<file path="config.mk">
export PLATFORM = sky130hd
export DESIGN_NAME = grid_neighbour_cell_lister
export DESIGN_NICKNAME = d
export VERILOG_FILES = /design/src/gnc_pkg.sv /design/src/gnc_cfg.sv /design/src/gnc_divider.sv /design/src/gnc_emitter.sv /design/src/grid_neighbour_cell_lister.sv
export SDC_FILE = /design/constraint.sdc
export NUM_CORES = 1
export LEC_CHECK = 0
export ABC_AREA = 1
export BUFFER_PORTS_ARGS = -buffer_cell sky130_fd_sc_hd__buf_2
export CAP_MARGIN = 15
export CORE_MARGIN = 2
export CORE_UTILIZATION = 60
export CTS_CLUSTER_SIZE = 12
export DETAILED_ROUTE_END_ITERATION = 10
export PLACE_DENSITY = 0.77
export SYNTH_ARGS = -nofsm -noshare
export SYNTH_HDL_FRONTEND = slang
export SYNTH_SLANG_ARGS = --single-unit
</file>
<file path="constraint.sdc">
create_clock -name clk -period 12.55 [get_ports clk]
set_clock_uncertainty 0.15 [all_clocks]
set_input_delay 1.255 -clock clk [delete_from_list [all_inputs] [get_ports clk]]
set_output_delay 1.255 -clock clk [all_outputs]
set_load 0.02 [all_outputs]
</file>
<file path="src/gnc_pkg.sv">
// Shared types, codes and offset tables of the grid neighbour cell lister.
`timescale 1ns / 1ps
package gnc_pkg;

  // Map limits and fixed field widths
  localparam int MAX_WIDTH_DEF  = 256;
  localparam int MAX_HEIGHT_DEF = 256;
  localparam int DIM_W          = 9;   // width of grid_width / grid_height
  localparam int IDX_W          = 16;  // cell index width
  localparam int COL_W          = 8;   // column always below 256
  localparam int DIV_STAGES     = 4;   // quotient bits split over these stages
  localparam int NSLOT          = 9;   // offset table entries

  // Commands
  typedef enum logic [1:0] {
    CMD_AREA  = 2'd0,
    CMD_ENTER = 2'd1,
    CMD_LEAVE = 2'd2,
    CMD_NONE  = 2'd3
  } cmd_e;

  // Register indexes (byte address bit 2)
  localparam logic REG_GRID_WIDTH  = 1'b0;
  localparam logic REG_GRID_HEIGHT = 1'b1;

  // Neighbour offsets, y grows downward, centre last
  localparam logic signed [1:0] NB_DX [NSLOT] = '{
    2'sd0, 2'sd1, 2'sd1, 2'sd1, 2'sd0, -2'sd1, -2'sd1, -2'sd1, 2'sd0};
  localparam logic signed [1:0] NB_DY [NSLOT] = '{
    -2'sd1, -2'sd1, 2'sd0, 2'sd1, 2'sd1, 2'sd1, 2'sd0, -2'sd1, 2'sd0};

  // Slot ranges of the move lists, slot = (i + direction) mod 8
  localparam logic [3:0] ENTER_LO_ODD  = 4'd6;
  localparam logic [3:0] ENTER_HI_ODD  = 4'd10;
  localparam logic [3:0] ENTER_LO_EVEN = 4'd7;
  localparam logic [3:0] ENTER_HI_EVEN = 4'd9;
  localparam logic [3:0] LEAVE_LO_ODD  = 4'd2;
  localparam logic [3:0] LEAVE_HI_ODD  = 4'd6;
  localparam logic [3:0] LEAVE_LO_EVEN = 4'd3;
  localparam logic [3:0] LEAVE_HI_EVEN = 4'd5;

  // Input item
  typedef struct packed {
    cmd_e             cmd;
    logic [IDX_W-1:0] cell_index;
    logic [2:0]       direction;
  } in_t;

  // Result item
  typedef struct packed {
    logic [IDX_W-1:0] neighbour_index;
    logic             last;
    logic             empty_res;
    logic             error;
  } out_t;

  // Item after the column/row split
  typedef struct packed {
    cmd_e             cmd;
    logic [2:0]       direction;
    logic [IDX_W-1:0] cell_index;
    logic [COL_W-1:0] col;
    logic [IDX_W-1:0] row;
    logic             err;
  } split_t;

endpackage

</file>
<file path="src/gnc_cfg.sv">
// APB-style register block holding the grid width and height.
`timescale 1ns / 1ps
module gnc_cfg (
  input  logic                        clk,
  input  logic                        rst_n,
  input  logic                        psel,
  input  logic                        penable,
  input  logic                        pwrite,
  input  logic [2:0]                  paddr,
  input  logic [31:0]                 pwdata,
  output logic [31:0]                 prdata,
  output logic                        pready,
  output logic [gnc_pkg::DIM_W-1:0]   grid_width,
  output logic [gnc_pkg::DIM_W-1:0]   grid_height
);

  logic [gnc_pkg::DIM_W-1:0] width_r;
  logic [gnc_pkg::DIM_W-1:0] height_r;
  logic                      wr_en;

  assign pready = 1'b1;
  assign wr_en  = psel && penable && pwrite;

  // Register writes
  always_ff @(posedge clk) begin
    if (!rst_n) begin
      width_r  <= gnc_pkg::DIM_W'(256);
      height_r <= gnc_pkg::DIM_W'(256);
    end else if (wr_en) begin
      case (paddr[2])
        gnc_pkg::REG_GRID_WIDTH:  width_r  <= pwdata[gnc_pkg::DIM_W-1:0];
        gnc_pkg::REG_GRID_HEIGHT: height_r <= pwdata[gnc_pkg::DIM_W-1:0];
        default: ;
      endcase
    end
  end

  // Read mux
  always_comb begin
    case (paddr[2])
      gnc_pkg::REG_GRID_WIDTH:  prdata = {{(32-gnc_pkg::DIM_W){1'b0}}, width_r};
      gnc_pkg::REG_GRID_HEIGHT: prdata = {{(32-gnc_pkg::DIM_W){1'b0}}, height_r};
      default:                  prdata = '0;
    endcase
  end

  assign grid_width  = width_r;
  assign grid_height = height_r;

endmodule

</file>
<file path="src/gnc_divider.sv">
// Pipelined restoring divider splitting the cell index into row and column.
`timescale 1ns / 1ps
module gnc_divider (
  input  logic                      clk,
  input  logic                      rst_n,
  input  logic                      in_valid,
  output logic                      in_ready,
  input  gnc_pkg::in_t              in_item,
  input  logic [gnc_pkg::DIM_W-1:0] w_eff,
  input  logic [gnc_pkg::DIM_W-1:0] h_eff,
  output logic                      dn_valid,
  input  logic                      dn_ready,
  output gnc_pkg::split_t           dn_item
);

  localparam int NS  = gnc_pkg::DIV_STAGES;
  localparam int QW  = gnc_pkg::IDX_W;
  localparam int BPS = QW / NS;
  localparam int CW  = gnc_pkg::COL_W;

  logic             v_r    [0:NS];
  gnc_pkg::in_t     item_r [0:NS];
  logic [QW-1:0]    num_r  [0:NS];   // dividend bits still to go, quotient shifted in
  logic [CW-1:0]    rem_r  [0:NS];
  logic             err_r  [1:NS];
  logic             rdy    [0:NS];
  logic [QW-1:0]    num_nxt [1:NS];
  logic [CW-1:0]    rem_nxt [1:NS];
  logic [2*gnc_pkg::DIM_W-1:0] cells;
  logic             err_nxt;

  // A stage loads when empty or when its item moves on
  always_comb begin
    rdy[NS] = !v_r[NS] || dn_ready;
    for (int j = NS - 1; j >= 0; j--) begin
      rdy[j] = !v_r[j] || rdy[j+1];
    end
  end
  assign in_ready = rdy[0];

  // Map bounds check beside the first divide stage
  assign cells   = (2*gnc_pkg::DIM_W)'(w_eff) * (2*gnc_pkg::DIM_W)'(h_eff);
  assign err_nxt = (2*gnc_pkg::DIM_W)'(item_r[0].cell_index) >= cells;

  // BPS restoring steps per stage
  always_comb begin
    logic [QW-1:0] num;
    logic [CW-1:0] rem;
    logic [CW:0]   trial;
    for (int j = 1; j <= NS; j++) begin
      num = num_r[j-1];
      rem = rem_r[j-1];
      for (int b = 0; b < BPS; b++) begin
        trial = {rem, num[QW-1]};
        num   = {num[QW-2:0], 1'b0};
        if (trial >= w_eff) begin
          rem    = CW'(trial - w_eff);
          num[0] = 1'b1;
        end else begin
          rem = CW'(trial);
        end
      end
      num_nxt[j] = num;
      rem_nxt[j] = rem;
    end
  end

  // Valid bits
  always_ff @(posedge clk) begin
    if (!rst_n) begin
      for (int j = 0; j <= NS; j++) v_r[j] <= 1'b0;
    end else begin
      if (rdy[0]) v_r[0] <= in_valid;
      for (int j = 1; j <= NS; j++) begin
        if (rdy[j]) v_r[j] <= v_r[j-1];
      end
    end
  end

  // Stage payload
  always_ff @(posedge clk) begin
    if (rdy[0]) begin
      item_r[0] <= in_item;
      num_r[0]  <= in_item.cell_index;
      rem_r[0]  <= '0;
    end
    if (rdy[1]) err_r[1] <= err_nxt;
    for (int j = 2; j <= NS; j++) begin
      if (rdy[j]) err_r[j] <= err_r[j-1];
    end
    for (int j = 1; j <= NS; j++) begin
      if (rdy[j]) begin
        item_r[j] <= item_r[j-1];
        num_r[j]  <= num_nxt[j];
        rem_r[j]  <= rem_nxt[j];
      end
    end
  end

  // Handoff
  assign dn_valid             = v_r[NS];
  assign dn_item.cmd          = item_r[NS].cmd;
  assign dn_item.direction    = item_r[NS].direction;
  assign dn_item.cell_index   = item_r[NS].cell_index;
  assign dn_item.col          = rem_r[NS];
  assign dn_item.row          = num_r[NS];
  assign dn_item.err          = err_r[NS];

endmodule

</file>
<file path="src/gnc_emitter.sv">
// Builds the cell list of one item and sends it out one result per cycle while out_ready is high.
`timescale 1ns / 1ps
module gnc_emitter (
  input  logic                      clk,
  input  logic                      rst_n,
  input  logic                      up_valid,
  output logic                      up_ready,
  input  gnc_pkg::split_t           up_item,
  input  logic [gnc_pkg::DIM_W-1:0] w_eff,
  input  logic [gnc_pkg::DIM_W-1:0] h_eff,
  output logic                      out_valid,
  input  logic                      out_ready,
  output gnc_pkg::out_t             out_data
);

  localparam int NSL = gnc_pkg::NSLOT;
  localparam int IW  = gnc_pkg::IDX_W;

  logic [IW-1:0]  slot_idx [NSL];
  logic           slot_ok  [NSL];
  logic [IW-1:0]  list_idx [NSL];
  logic [NSL-1:0] list_ok;

  logic           hold_v_r;
  logic           hold_err_r;
  logic [NSL-1:0] hold_mask_r;
  logic [IW-1:0]  hold_idx_r [NSL];

  logic           out_valid_r;
  gnc_pkg::out_t  out_data_r;

  logic [3:0]     pos;
  logic [NSL-1:0] rest;
  gnc_pkg::out_t  cur;
  logic           out_load;
  logic           done;

  // Candidate cells around the centre
  always_comb begin
    logic          left_ok, right_ok, up_ok, down_ok;
    logic [IW-1:0] row_up, row_dn, base;
    logic          ok_y;
    left_ok  = up_item.col != '0;
    right_ok = (gnc_pkg::DIM_W'(up_item.col) + gnc_pkg::DIM_W'(1)) < w_eff;
    up_ok    = up_item.row != '0;
    down_ok  = ((IW+1)'(up_item.row) + (IW+1)'(1)) < (IW+1)'(h_eff);
    row_up   = up_item.cell_index - IW'(w_eff);
    row_dn   = up_item.cell_index + IW'(w_eff);
    for (int k = 0; k < NSL; k++) begin
      if (gnc_pkg::NB_DY[k] == -2'sd1) begin
        base = row_up;
        ok_y = up_ok;
      end else if (gnc_pkg::NB_DY[k] == 2'sd1) begin
        base = row_dn;
        ok_y = down_ok;
      end else begin
        base = up_item.cell_index;
        ok_y = 1'b1;
      end
      if (gnc_pkg::NB_DX[k] == -2'sd1) begin
        slot_idx[k] = base - IW'(1);
        slot_ok[k]  = ok_y && left_ok;
      end else if (gnc_pkg::NB_DX[k] == 2'sd1) begin
        slot_idx[k] = base + IW'(1);
        slot_ok[k]  = ok_y && right_ok;
      end else begin
        slot_idx[k] = base;
        slot_ok[k]  = ok_y;
      end
    end
  end

  // Order the candidates by command and direction
  always_comb begin
    logic [3:0] lo, hi;
    logic [3:0] s;
    logic       moving;
    lo     = '0;
    hi     = '0;
    moving = 1'b0;
    for (int p = 0; p < NSL; p++) begin
      list_idx[p] = slot_idx[p];
      list_ok[p]  = 1'b0;
    end
    case (up_item.cmd)
      gnc_pkg::CMD_AREA: begin
        for (int p = 0; p < NSL; p++) list_ok[p] = slot_ok[p];
      end
      gnc_pkg::CMD_ENTER: begin
        moving = 1'b1;
        lo = up_item.direction[0] ? gnc_pkg::ENTER_LO_ODD : gnc_pkg::ENTER_LO_EVEN;
        hi = up_item.direction[0] ? gnc_pkg::ENTER_HI_ODD : gnc_pkg::ENTER_HI_EVEN;
      end
      gnc_pkg::CMD_LEAVE: begin
        moving = 1'b1;
        lo = up_item.direction[0] ? gnc_pkg::LEAVE_LO_ODD : gnc_pkg::LEAVE_LO_EVEN;
        hi = up_item.direction[0] ? gnc_pkg::LEAVE_HI_ODD : gnc_pkg::LEAVE_HI_EVEN;
      end
      default: ;
    endcase
    if (moving) begin
      for (int p = 0; p < 5; p++) begin
        // ring slot only, the centre never appears in a move list
        s           = {1'b0, 3'(lo + 4'(p) + 4'(up_item.direction))};
        list_idx[p] = slot_idx[s];
        list_ok[p]  = (4'(p) <= (hi - lo)) && slot_ok[s];
      end
    end
  end

  // First pending list entry
  always_comb begin
    pos = '0;
    for (int k = NSL - 1; k >= 0; k--) begin
      if (hold_mask_r[k]) pos = 4'(k);
    end
    rest = hold_mask_r & ~(NSL'(1) << pos);
  end

  // Result for this cycle
  always_comb begin
    cur = '0;
    if (hold_err_r) begin
      cur.last  = 1'b1;
      cur.error = 1'b1;
    end else if (hold_mask_r == '0) begin
      cur.last      = 1'b1;
      cur.empty_res = 1'b1;
    end else begin
      cur.neighbour_index = hold_idx_r[pos];
      cur.last            = rest == '0;
    end
  end

  assign out_load = hold_v_r && (!out_valid_r || out_ready);
  assign done     = out_load && cur.last;
  assign up_ready = !hold_v_r || done;

  // Hold register control
  always_ff @(posedge clk) begin
    if (!rst_n) begin
      hold_v_r <= 1'b0;
    end else if (up_ready) begin
      hold_v_r <= up_valid;
    end
  end

  // Hold register payload
  always_ff @(posedge clk) begin
    if (up_ready && up_valid) begin
      hold_err_r  <= up_item.err;
      hold_mask_r <= up_item.err ? '0 : list_ok;
      for (int p = 0; p < NSL; p++) hold_idx_r[p] <= list_idx[p];
    end else if (out_load) begin
      hold_mask_r <= rest;
    end
  end

  // Output register
  always_ff @(posedge clk) begin
    if (!rst_n) begin
      out_valid_r <= 1'b0;
    end else if (out_load) begin
      out_valid_r <= 1'b1;
    end else if (out_ready) begin
      out_valid_r <= 1'b0;
    end
  end

  always_ff @(posedge clk) begin
    if (out_load) out_data_r <= cur;
  end

  assign out_valid = out_valid_r;
  assign out_data  = out_data_r;

endmodule

</file>
<file path="src/grid_neighbour_cell_lister.sv">
// Top level of the grid neighbour cell lister.
//
// Each input item names a centre cell by linear index, a command and a move
// direction. The block lists the nine-cell neighbourhood, or the cells entered
// or left by that move, as a stream of result items; cells off the map are
// skipped and the final result of an item carries last. An empty list gives
// one result with empty_res, an index outside the map one result with error.
// Channels: in_* and out_* use valid/ready; grid_width and grid_height sit on
// the APB-style port at byte addresses 0 and 4. The user must write them only
// while idle; the block itself does not enforce this. The first result of an
// item passes the input register, four divide stages, the list hold register
// and the output register before it shows on out_valid. Throughput: one result
// per cycle while out_ready is high; an item gives 1 to 9 results, and items
// overlap in the divide pipeline while earlier results drain.
// Reset: synchronous active-low; clears all valid bits and sets both
// dimensions to 256. When out_ready is low the output holds and the stages
// behind it fill, then in_ready drops; nothing is lost or repeated.
`timescale 1ns / 1ps
module grid_neighbour_cell_lister #(
  parameter int MAX_WIDTH  = gnc_pkg::MAX_WIDTH_DEF,
  parameter int MAX_HEIGHT = gnc_pkg::MAX_HEIGHT_DEF
) (
  input  logic          clk,
  input  logic          rst_n,
  input  logic          in_valid,
  output logic          in_ready,
  input  gnc_pkg::in_t  in_data,
  output logic          out_valid,
  input  logic          out_ready,
  output gnc_pkg::out_t out_data,
  input  logic          psel,
  input  logic          penable,
  input  logic          pwrite,
  input  logic [2:0]    paddr,
  input  logic [31:0]   pwdata,
  output logic [31:0]   prdata,
  output logic          pready
);

  logic [gnc_pkg::DIM_W-1:0] grid_width;
  logic [gnc_pkg::DIM_W-1:0] grid_height;
  logic [gnc_pkg::DIM_W-1:0] w_eff;
  logic [gnc_pkg::DIM_W-1:0] h_eff;
  logic                      split_valid;
  logic                      split_ready;
  gnc_pkg::split_t           split_item;

  gnc_cfg u_cfg (
    .clk         (clk),
    .rst_n       (rst_n),
    .psel        (psel),
    .penable     (penable),
    .pwrite      (pwrite),
    .paddr       (paddr),
    .pwdata      (pwdata),
    .prdata      (prdata),
    .pready      (pready),
    .grid_width  (grid_width),
    .grid_height (grid_height)
  );

  // Oversized dimensions saturate at the map limits
  assign w_eff = (grid_width > gnc_pkg::DIM_W'(MAX_WIDTH)) ?
                 gnc_pkg::DIM_W'(MAX_WIDTH) : grid_width;
  assign h_eff = (grid_height > gnc_pkg::DIM_W'(MAX_HEIGHT)) ?
                 gnc_pkg::DIM_W'(MAX_HEIGHT) : grid_height;

  gnc_divider u_div (
    .clk      (clk),
    .rst_n    (rst_n),
    .in_valid (in_valid),
    .in_ready (in_ready),
    .in_item  (in_data),
    .w_eff    (w_eff),
    .h_eff    (h_eff),
    .dn_valid (split_valid),
    .dn_ready (split_ready),
    .dn_item  (split_item)
  );

  gnc_emitter u_emit (
    .clk       (clk),
    .rst_n     (rst_n),
    .up_valid  (split_valid),
    .up_ready  (split_ready),
    .up_item   (split_item),
    .w_eff     (w_eff),
    .h_eff     (h_eff),
    .out_valid (out_valid),
    .out_ready (out_ready),
    .out_data  (out_data)
  );

endmodule

</file>
# After elaboration in Yosys (flattened, before gate mapping)
# Memory sizes are Yosys's and may differ from the RTL's. A register that Yosys moved wholly into a read port is not among the register bits.
# Index checks and enable logic that the tools add are counted.
[word_totals]
ff_bits = 33
latchBits = 0
ramBits = 378
romBits = 0
input_bits = 63
memories = 6
[memory_table]
columns = ["memory", "words", "word_bits", "read_ports", "rd_clocked_by_memory_dff", "write_ports", "line", "source"]
rows = [
  ["u_emit.hold_idx_r", 9, 16, 1, 1, 9, "gnc_emitter.sv:27", "logic [IW-1:0] hold_idx_r [NSL];"],
  ["u_div.item_r", 5, 21, 5, 0, 5, "gnc_divider.sv:22", "gnc_pkg::in_t item_r [0:NS];"],
  ["u_div.num_r", 5, 16, 5, 0, 5, "gnc_divider.sv:23", "logic [QW-1:0] num_r [0:NS];"],
  ["u_div.rem_r", 5, 8, 5, 0, 5, "gnc_divider.sv:24", "logic [CW-1:0] rem_r [0:NS];"],
  ["u_div.v_r", 5, 1, 5, 0, 5, "gnc_divider.sv:21", "logic v_r [0:NS];"],
  ["u_div.err_r", 4, 1, 4, 0, 4, "gnc_divider.sv:25", "logic err_r [1:NS];"],
]
[classes]
addsub = 36
multipliers = 1
div = 0
n_lt_le_gt_ge = 31
n_eq_ne = 2
n_shift = 1
n_mux = 121
n_bitwise = 13
reduce_logical = 39
[ops]
columns = ["operator", "count"]
rows = [
  ["$bmux 16 s4", 5],
  ["$mux 16", 10],
  ["$ge 9x9->1", 16],
  ["$mux 8", 16],
  ["$sub 8x8->8", 16],
  ["$mux 80", 1],
  ["$pmux 32 s2", 1],
  ["$mux 1", 63],
  ["$mux 9", 6],
  ["$add 16x1->16 const B", 3],
  ["$sub 16x1->16 const B", 3],
  ["$mux 4", 9],
  ["$ge 5x5->1 const B", 5],
  ["$not 3->5", 5],
  ["$bmux 1 s4", 5],
  ["$ge 16x18->1", 1],
  ["$gt 9x9->1 const B", 2],
  ["$logic_not 9->1", 2],
  ["$mul 9x9->18", 1],
  ["$add 16x1->17 const B", 1],
  ["$lt 17x9->1", 1],
  ["$add 16x9->16", 1],
  ["$reduce_bool 16->1", 1],
  ["$sub 16x9->16", 1],
  ["other kinds (29)", 69],
]

# Depth between registers and ports, before layout
# Gate-level depths: netlist (run 1).
[logic_depth]
depth_word = 26
mapped_depth = 53
ltp_nobuf = 52

# Cells and area by module
# A second synthesis (run 1) with hierarchy kept.
[hier_totals]
hier_cells = 4770
hier_area_um2 = 35427.7
[modules_own_cells]
columns = ["module", "instances", "cells_each", "area_each_um2", "seq_area_each_um2"]
rows = [
  ["gnc_emitter", 1, 2603, 17543.1, 5205.0],
  ["gnc_divider", 1, 1953, 16617.2, 5585.4],
  ["gnc_cfg", 1, 162, 1052.3, 360.3],
  ["grid_neighbour_cell_lister", 1, 52, 215.2, 0.0],
]

# Worst setup path after synthesis (run 1)
# No wires, ideal clock.
[synth_timing]
path_type = "register to register"
startpoint = "reg u_cfg.width_r, in the netlist u_cfg.grid_width[1]"
endpoint = "mem u_div.rem_r[0][27] (netlist name) (data pin)"
setup_ns = 0.262
t_arrival_ns = 8.571
slack_ns = 3.567
path_stages_with_launch = 44
n_path_buf = 2
period_less_slack_ns = 8.983
path_cell_list = "dfxtp_1 inv_1 nor2_1 inv_1 ha_1 nand3_1 nand2_1 nand2_1 o211ai_1 nand3_1 nand3_1 mux2_2 ha_1 a21oi_1 o21ai_0 a21oi_1 nor2_1 nor2_1 (+8 left out) o311a_1 o21ai_0 nand2_1 nand3b_1 a21oi_1 clkbuf_1 o21ai_0 ha_1 nand3_1 nand2_1 a21o_1 a21oi_1 inv_1 a21oi_1 o21bai_1 a211oi_2 buf_2 o21ai_0"
[synth_lines]
columns = ["element", "line", "source"]
rows = [
  ["start, declared", "gnc_cfg.sv:17", "logic [gnc_pkg::DIM_W-1:0] width_r;"],
  ["start signal, assigned", "gnc_cfg.sv:27", "width_r <= gnc_pkg::DIM_W'(256);"],
  ["start signal, assigned", "gnc_cfg.sv:31", "gnc_pkg::REG_GRID_WIDTH: width_r <= pwdata[gnc_pkg::DIM_W-1:0];"],
  ["end, declared", "gnc_divider.sv:24", ""],
]

==> impl_metrics.toml, run 1 <==
[die]
pin_count = 117
core_area_um2 = 55200
die-width_um = 240.6
dieArea_um2 = 57890
fp-row-count = 86
die_h_um = 240.6
initial_core_util = 0.6085

[route]
postRouteAntennaNets = 0
wl_per_cell_um = 20.05
dr.pass1.iters = 7
wl_met2_um = 47550
top_layer_used = "met4"
drt-initial-drc-count = 3560
wl_met3_um = 9688
met1_length_um = 39470
drt-vias-per-instance = 6.058
drc_errors = 0
vias = 31560
wirelength_um = 104500

[place]
postPlaceCellArea_um2 = 34450
gp_congestion = 1.091
dp.final_hpwl_um = 73660
io_buffers = 67
dp_slack_ns = 2.141

[setup_path]
arrival_ns = 10.77
cpMaxStageDelayCell = "a211oi_2"
worst-setup-path-type = "reg -> reg"
crit_path_start_kind = "flip-flop"
cp.required_ns = 12.74
crit_top_cell = "nand2_1"
setup.worst_path.end_class = "flip-flop"
path_max_fanout = 16
cpPeakStageDelay_ns = 0.69

[global_routing]
grt_overflow = 0
track_usage = 0.3607
grt_pass1_wl_um = 161100
grt_pass1_vias = 29160
grt_start_max_net_pins = 88
antenna_found_initial = 0

[power]
power_density_nw_per_um2 = 275.5
pwr-share-seq = 0.192
p_int_w = 0.005051
switching_power_w = 0.004840
ir_drop_v = 0.0005763
leakagePower_nw = 16.39
switching_share = 0.4893
finalPower_w = 0.009891
combPwrFrac = 0.675
clockPowerShare = 0.132

[synth]
synth_edf_count = 358
ys_ff_latch = 378
avgSynthCellArea_um2 = 7.575
yosysSeqAreaShare = 0.3320
synth_cells = 4434
synth_cell_types = 71
async_reset_ff_frac = 0
ys.flop_type = "edfxtp_1"
syn_area_um2 = 33590
ys_warn_count = 0

[sta]
rsz0062_at_grt = "no"
min_period_ns = 10.57
hold_viol = 0
layout_setup_ws_ns = 1.977
finalMaxSlewViolations = 0
post-route-period-util = 0.8425
finalSetupViolCount = 0
fmax_ghz = 0.09458
timing.setup.tns_ns = 0
hold_ws_ns = 0.2568
max_slew_margin = 0.1993
worst_pin_slew_ns = 1.200

[clock_tree]
clk_path_buf_depth = 3
tritoncts = "yes"
clockRootBuffer = "clkbuf_16"
htreeDepth = 2
cts_setup_buffers = 0
clkLatencyLatePin_ns = 0.60
cts_buffers = 44
cts_sinks = 378
cts.clk_slew.worst_paths_ns = 0.06
cts_resized = 0
postCtsHoldBufs = 0

[finish]
layout.nets = 4811
syn_to_final_growth_pct = 6.877
finalInstanceArea_um2 = 35900
antenna_cells = 0
layout-drive-gt1-share = 0.07754

[flow_run]
cap_viol_max_count = 0

[outcome]
outcome = "finished, final reports clean"

[min_path]
worst_hold_path_type = "reg -> reg"
-- layout make-up --
type | instances | area, um2
well taps | 748 | 935.9
repair buffers | 113 | 680.7
fillers | 4836 | 19300
clock buffers | 58 | 1216
inverters | 497 | 1876
multi-input cells | 3396 | 19810
flip-flops and latches | 378 | 11150
clock inverters | 20 | 226.5
-- routing by layer --
metal,vias up,GRT usage
li1,14960,-
met1,14490,0.4462
met2,1687,0.5857
met3,431,0.05787
met4,0,0.2387
met5,-,0
-- power groups by stage --
stage / clock network [W] / registers (W) / logic [W]
2_1_floorplan: 0 / 0.00188 / 0.00531
3_3_place_gp: 0 / 0.00192 / 0.00637
3_5_place_dp: 0 / 0.00193 / 0.00654
4_1_cts: 0.00131 / 0.00190 / 0.00659
5_1_grt: 0.00136 / 0.00191 / 0.00766
6_report: 0.00131 / 0.00190 / 0.00668
-- final timing paths --
check                                   startpoint                       endpoint  slack (ns)  cells past startpoint
setup / recovery  u_cfg.grid_width[8]$_SDFFE_PN1P_   u_div.rem_r[0][26]$_DFFE_PP_        1.98                     46
hold / removal       u_div.item_r[0][44]$_DFFE_PP_  u_div.item_r[0][65]$_DFFE_PP_        0.26                      0
setup reg to reg  u_cfg.grid_width[8]$_SDFFE_PN1P_   u_div.rem_r[0][26]$_DFFE_PP_        1.98                     46
hold reg to reg      u_div.item_r[0][44]$_DFFE_PP_  u_div.item_r[0][65]$_DFFE_PP_        0.26                      0
-- registers in the layout, summed over array words and instances, names as in the netlist --
| signal | count |
|---|---|
| u_emit.out_data | 19 |
| u_emit.hold_err_r | 1 |
| u_cfg.grid_height | 9 |
| u_emit.hold_idx_r | 143 |
| u_cfg.grid_width | 9 |
| u_div.err_r | 4 |
| u_div.item_r | 105 |
| u_div.rem_r | 32 |
| u_emit.hold_v_r | 1 |
| u_emit.hold_mask_r | 9 |
| u_emit.out_valid | 1 |
| u_div.v_r | 5 |
| u_div.num_r | 40 |
-- stage by stage --
| step | cells | util |
|---|---|---|
| 2_1_floorplan | 4456 | - |
| 3_3_place_gp | 5132 | 0.6242 |
| 3_5_place_dp | 5132 | 0.6242 |
| 4_1_cts | 5210 | 0.6503 |
| 5_1_grt | 5210 | 0.6503 |
| 6_report | 5210 | 0.6503 |
-- worst max-delay path, delay by kind of cell, from the launching register on --
| kind | cells | cell delay (ns) |
|---|---|---|
| DFF | 1 | 0.30 |
| muxes | 1 | 0.44 |
| adders and majority gates | 4 | 1.47 |
| AOI/OAI and AO/OA | 17 | 4.06 |
| buffers and inverters | 6 | 1.84 |
| and+or+nand+nor | 18 | 2.01 |
-- cell usage in the layout, fill, tap and decap left out, types with 23 or more instances in the layout --
| master | n |
|---|---|
| buf_4 | 46 |
| o2111ai_1 | 23 |
| o211ai_1 | 49 |
| clkbuf_16 | 46 |
| nor2_2 | 23 |
| xor2_1 | 97 |
| fa_1 | 67 |
| nand2_1 | 1112 |
| o21bai_1 | 42 |
| nand2_2 | 43 |
| buf_2 | 67 |
| nand3_1 | 492 |
| o21ai_1 | 34 |
| inv_2 | 25 |
| a21oi_1 | 195 |
| xnor2_1 | 43 |
| inv_1 | 459 |
| edfxtp_1 | 358 |
| o21ai_0 | 325 |
| nand4_1 | 75 |
| nor2_1 | 301 |
| conb_1 | 24 |
| ha_1 | 246 |
| nor3_1 | 33 |
-- cells in the mapped netlist, types with 44 or more instances --
| cell type | instances | area (um2) |
|---|---|---|
| nand3_1 | 492 | 2462 |
| xor2_1 | 97 | 849.6 |
| edfxtp_1 | 358 | 10750 |
| nor2_1 | 303 | 1137 |
| xnor2_1 | 44 | 385.4 |
| o21ai_0 | 325 | 1627 |
| inv_1 | 464 | 1742 |
| nand4_1 | 75 | 469.2 |
| ha_1 | 249 | 3115 |
| nand2_1 | 1113 | 4178 |
| a21oi_1 | 195 | 975.9 |
| fa_1 | 69 | 1381 |
| clkbuf_1 | 105 | 394.1 |
| o211ai_1 | 49 | 367.9 |
-- cells by family after synthesis --
kind of cell	synth area share
other	0.0002236
multiplexers	0.001527
AO/OA/AOI/OAI	0.1266
buffers and inverters	0.08222
flip-flops	0.3320
adder cells (fa/ha/maj)	0.1339
AND/OR/NAND/NOR	0.2834
XOR/XNOR	0.04020
Note: power is estimated with default switching activity, not from simulation.
==> inputs of run 2 (changes only) <==
Settings changed: CORE_UTILIZATION 60 to 58, PLACE_DENSITY 0.77 to 0.78.
Clock period 12.55 ns to 9.2 ns, I/O delays scaled along.
==> run 2 against run 1 <==
Effect of this change: clock power rose by 36%; core utilization fell by 2.1 points; routed wire length rose by 2.3%; global-route usage fell by 0.69 points; combinational power rose by 43%; design area rose by 0.81%; sequential cell count did not move.
==> impl_metrics.toml, run 2 (synthesized netlist as in run 1, its figures left out) <==
[outcome]
outcome = "finished, final reports clean"

[die]
fp-row-count = 88
dieArea_um2 = 59850
core_area_um2 = 57480
die_h_um = 244.6
initial_core_util = 0.5844
pin_count = 117
die-width_um = 244.6

[clock_tree]
cts.clk_slew.worst_paths_ns = 0.06
clk_path_buf_depth = 3
clockRootBuffer = "clkbuf_16"
clkLatencyLatePin_ns = 0.60
htreeDepth = 2
tritoncts = "yes"
cts_buffers = 44
postCtsHoldBufs = 0
cts_sinks = 378

[global_routing]
met2_usage = 0.5740
track_usage = 0.3538
grt_pass1_wl_um = 164700
grt_overflow = 0
antenna_found_initial = 1
busiest_layer = "met2"
grt_start_max_net_pins = 87
grt_pass1_vias = 29260
use_met1 = 0.4383
globalRouteMet3Util = 0.05696

[setup_path]
cp.required_ns = 9.37
r2r_slack_ns = 0.74
crit_path_start_kind = "flip-flop"
cp-endpoint = "u_div.rem_r[0][28]$_DFFE_PP_"
cpPeakStageDelay_ns = 0.38
arrival_ns = 8.63
crit_top_cell = "nand2_1"
path_buf_inv = 10
startpoint = "u_cfg.grid_width[5]$_SDFFE_PN0P_"
r2r_start = "u_cfg.grid_width[5]$_SDFFE_PN0P_"
path_max_fanout = 11
r2r_cells = 50
critical_path_depth = 50
cpMaxStageDelayCell = "fa_1"
reg2reg_to = "u_div.rem_r[0][28]$_DFFE_PP_"
crit_family = "compound AO/OA/AOI/OAI gates"
worst-setup-path-type = "reg -> reg"
setup.worst_path.end_class = "flip-flop"

[finish]
mostFrequentLayoutCell = "nand2_1"
largestRegisters = "u_emit.hold_idx_r: 143 flops, u_div.item_r: 105 flops, u_div.num_r: 40 flops"
multi_input_area_um2 = 19900
top_register = "u_emit.hold_idx_r"
layout.nets = 4830
syn_to_final_growth_pct = 7.741
regArea_um2 = 11150
final_cell_mix = "nand2_1 (1107), nand3_1 (490), inv_1 (457)"
largest_reg_flops = 143
layout-drive-gt1-share = 0.08596
fillers = 5001

[sta]
post-route-period-util = 0.9195
finalMaxSlewViolations = 0
worst_pin_slew_ns = 1.155
fmax_ghz = 0.1182
finalSetupViolCount = 0
rsz0062_at_grt = "no"
min_period_ns = 8.459
hold_viol = 0
max_slew_margin = 0.2294
timing.setup.tns_ns = 0

[power]
switching_share = 0.4823
ir_drop_v = 0.0007063
clockPowerShare = 0.127
leakagePower_nw = 16.53
combPwrFrac = 0.685
pwr-share-seq = 0.187
finalPower_w = 0.01397
switching_power_w = 0.006736
power_density_nw_per_um2 = 386.0
p_int_w = 0.007232

[route]
vias = 31560
drt-initial-drc-count = 3667
wl_per_cell_um = 20.37
drc_errors = 0
postRouteAntennaNets = 0
drt-vias-per-instance = 6.016
wirelength_um = 106900
dr.pass1.iters = 7

[place]
dp.final_hpwl_um = 76070
io_buffers = 67
gp_congestion = 1.063

[flow_run]
cap_viol_max_count = 0

[min_path]
worst_hold_path_type = "reg -> reg"
[run 2: worst min path at each step]
stage                                  start                            end  slack [ns]  depth (start not counted)
6_report       u_div.item_r[0][45]$_DFFE_PP_  u_div.item_r[0][66]$_DFFE_PP_        0.26                          0
5_1_grt        u_div.item_r[0][63]$_DFFE_PP_  u_div.item_r[0][84]$_DFFE_PN_        0.27                          0
4_1_cts        u_div.item_r[0][45]$_DFFE_PP_  u_div.item_r[0][66]$_DFFE_PP_        0.26                          0
3_5_place_dp   u_div.item_r[0][30]$_DFFE_PN_  u_div.item_r[0][51]$_DFFE_PP_        0.25                          0
3_3_place_gp     u_div.err_r[0][3]$_DFFE_PP_    u_div.err_r[0][4]$_DFFE_PN_        0.25                          0
2_1_floorplan    u_div.err_r[0][1]$_DFFE_PN_    u_div.err_r[0][2]$_DFFE_PP_        0.25                          0
[run 2: metrics by stage]
stage | worst slack [ns] | hold slack [ns] | area [um2] | utilization | cells
2_1_floorplan | 0.2172 | 0.2503 | 33670 | - | 4456
3_3_place_gp | 0.4170 | 0.2502 | 34610 | 0.6021 | 5162
3_5_place_dp | 0.2037 | 0.2545 | 34610 | 0.6021 | 5162
4_1_cts | 0.07001 | 0.2648 | 36030 | 0.6269 | 5238
5_1_grt | 0.005065 | 0.2695 | 36180 | 0.6295 | 5244
6_report | 0.7409 | 0.2559 | 36190 | 0.6296 | 5246
[run 2: cell type report]
class	count	share of cell area
Inverter	497	0.05204
Clock inverter	22	0.006431
Tap cell	765	0.02645
Timing Repair Buffer	132	0.02400
Sequential cell	378	0.3081
Multi-Input combinational cell	3396	0.5499
Antenna cell	2	0.0001383
Clock buffer	54	0.03292
[run 2: timing repair]
item,4_1_cts,5_1_grt
setup endpoints to repair,0,35
buffers inserted,0,4
gates resized for setup,0,29
[run 2: metal layers]
layer	part of all wire	vias to the layer above
met3	0.091	390
met2	0.46	1695
met4	0.073	0
met1	0.38	14460
met5	0	-
li1	-	15010
[run 2: power groups by stage]
| stage | clock, W | combinational, W | sequential, W |
|---|---|---|---|
| 2_1_floorplan | 0 | 0.00724 | 0.00257 |
| 3_3_place_gp | 0 | 0.00878 | 0.00264 |
| 3_5_place_dp | 0 | 0.00900 | 0.00265 |
| 4_1_cts | 0.00179 | 0.00910 | 0.00261 |
| 5_1_grt | 0.00185 | 0.0108 | 0.00263 |
| 6_report | 0.00178 | 0.00957 | 0.00262 |
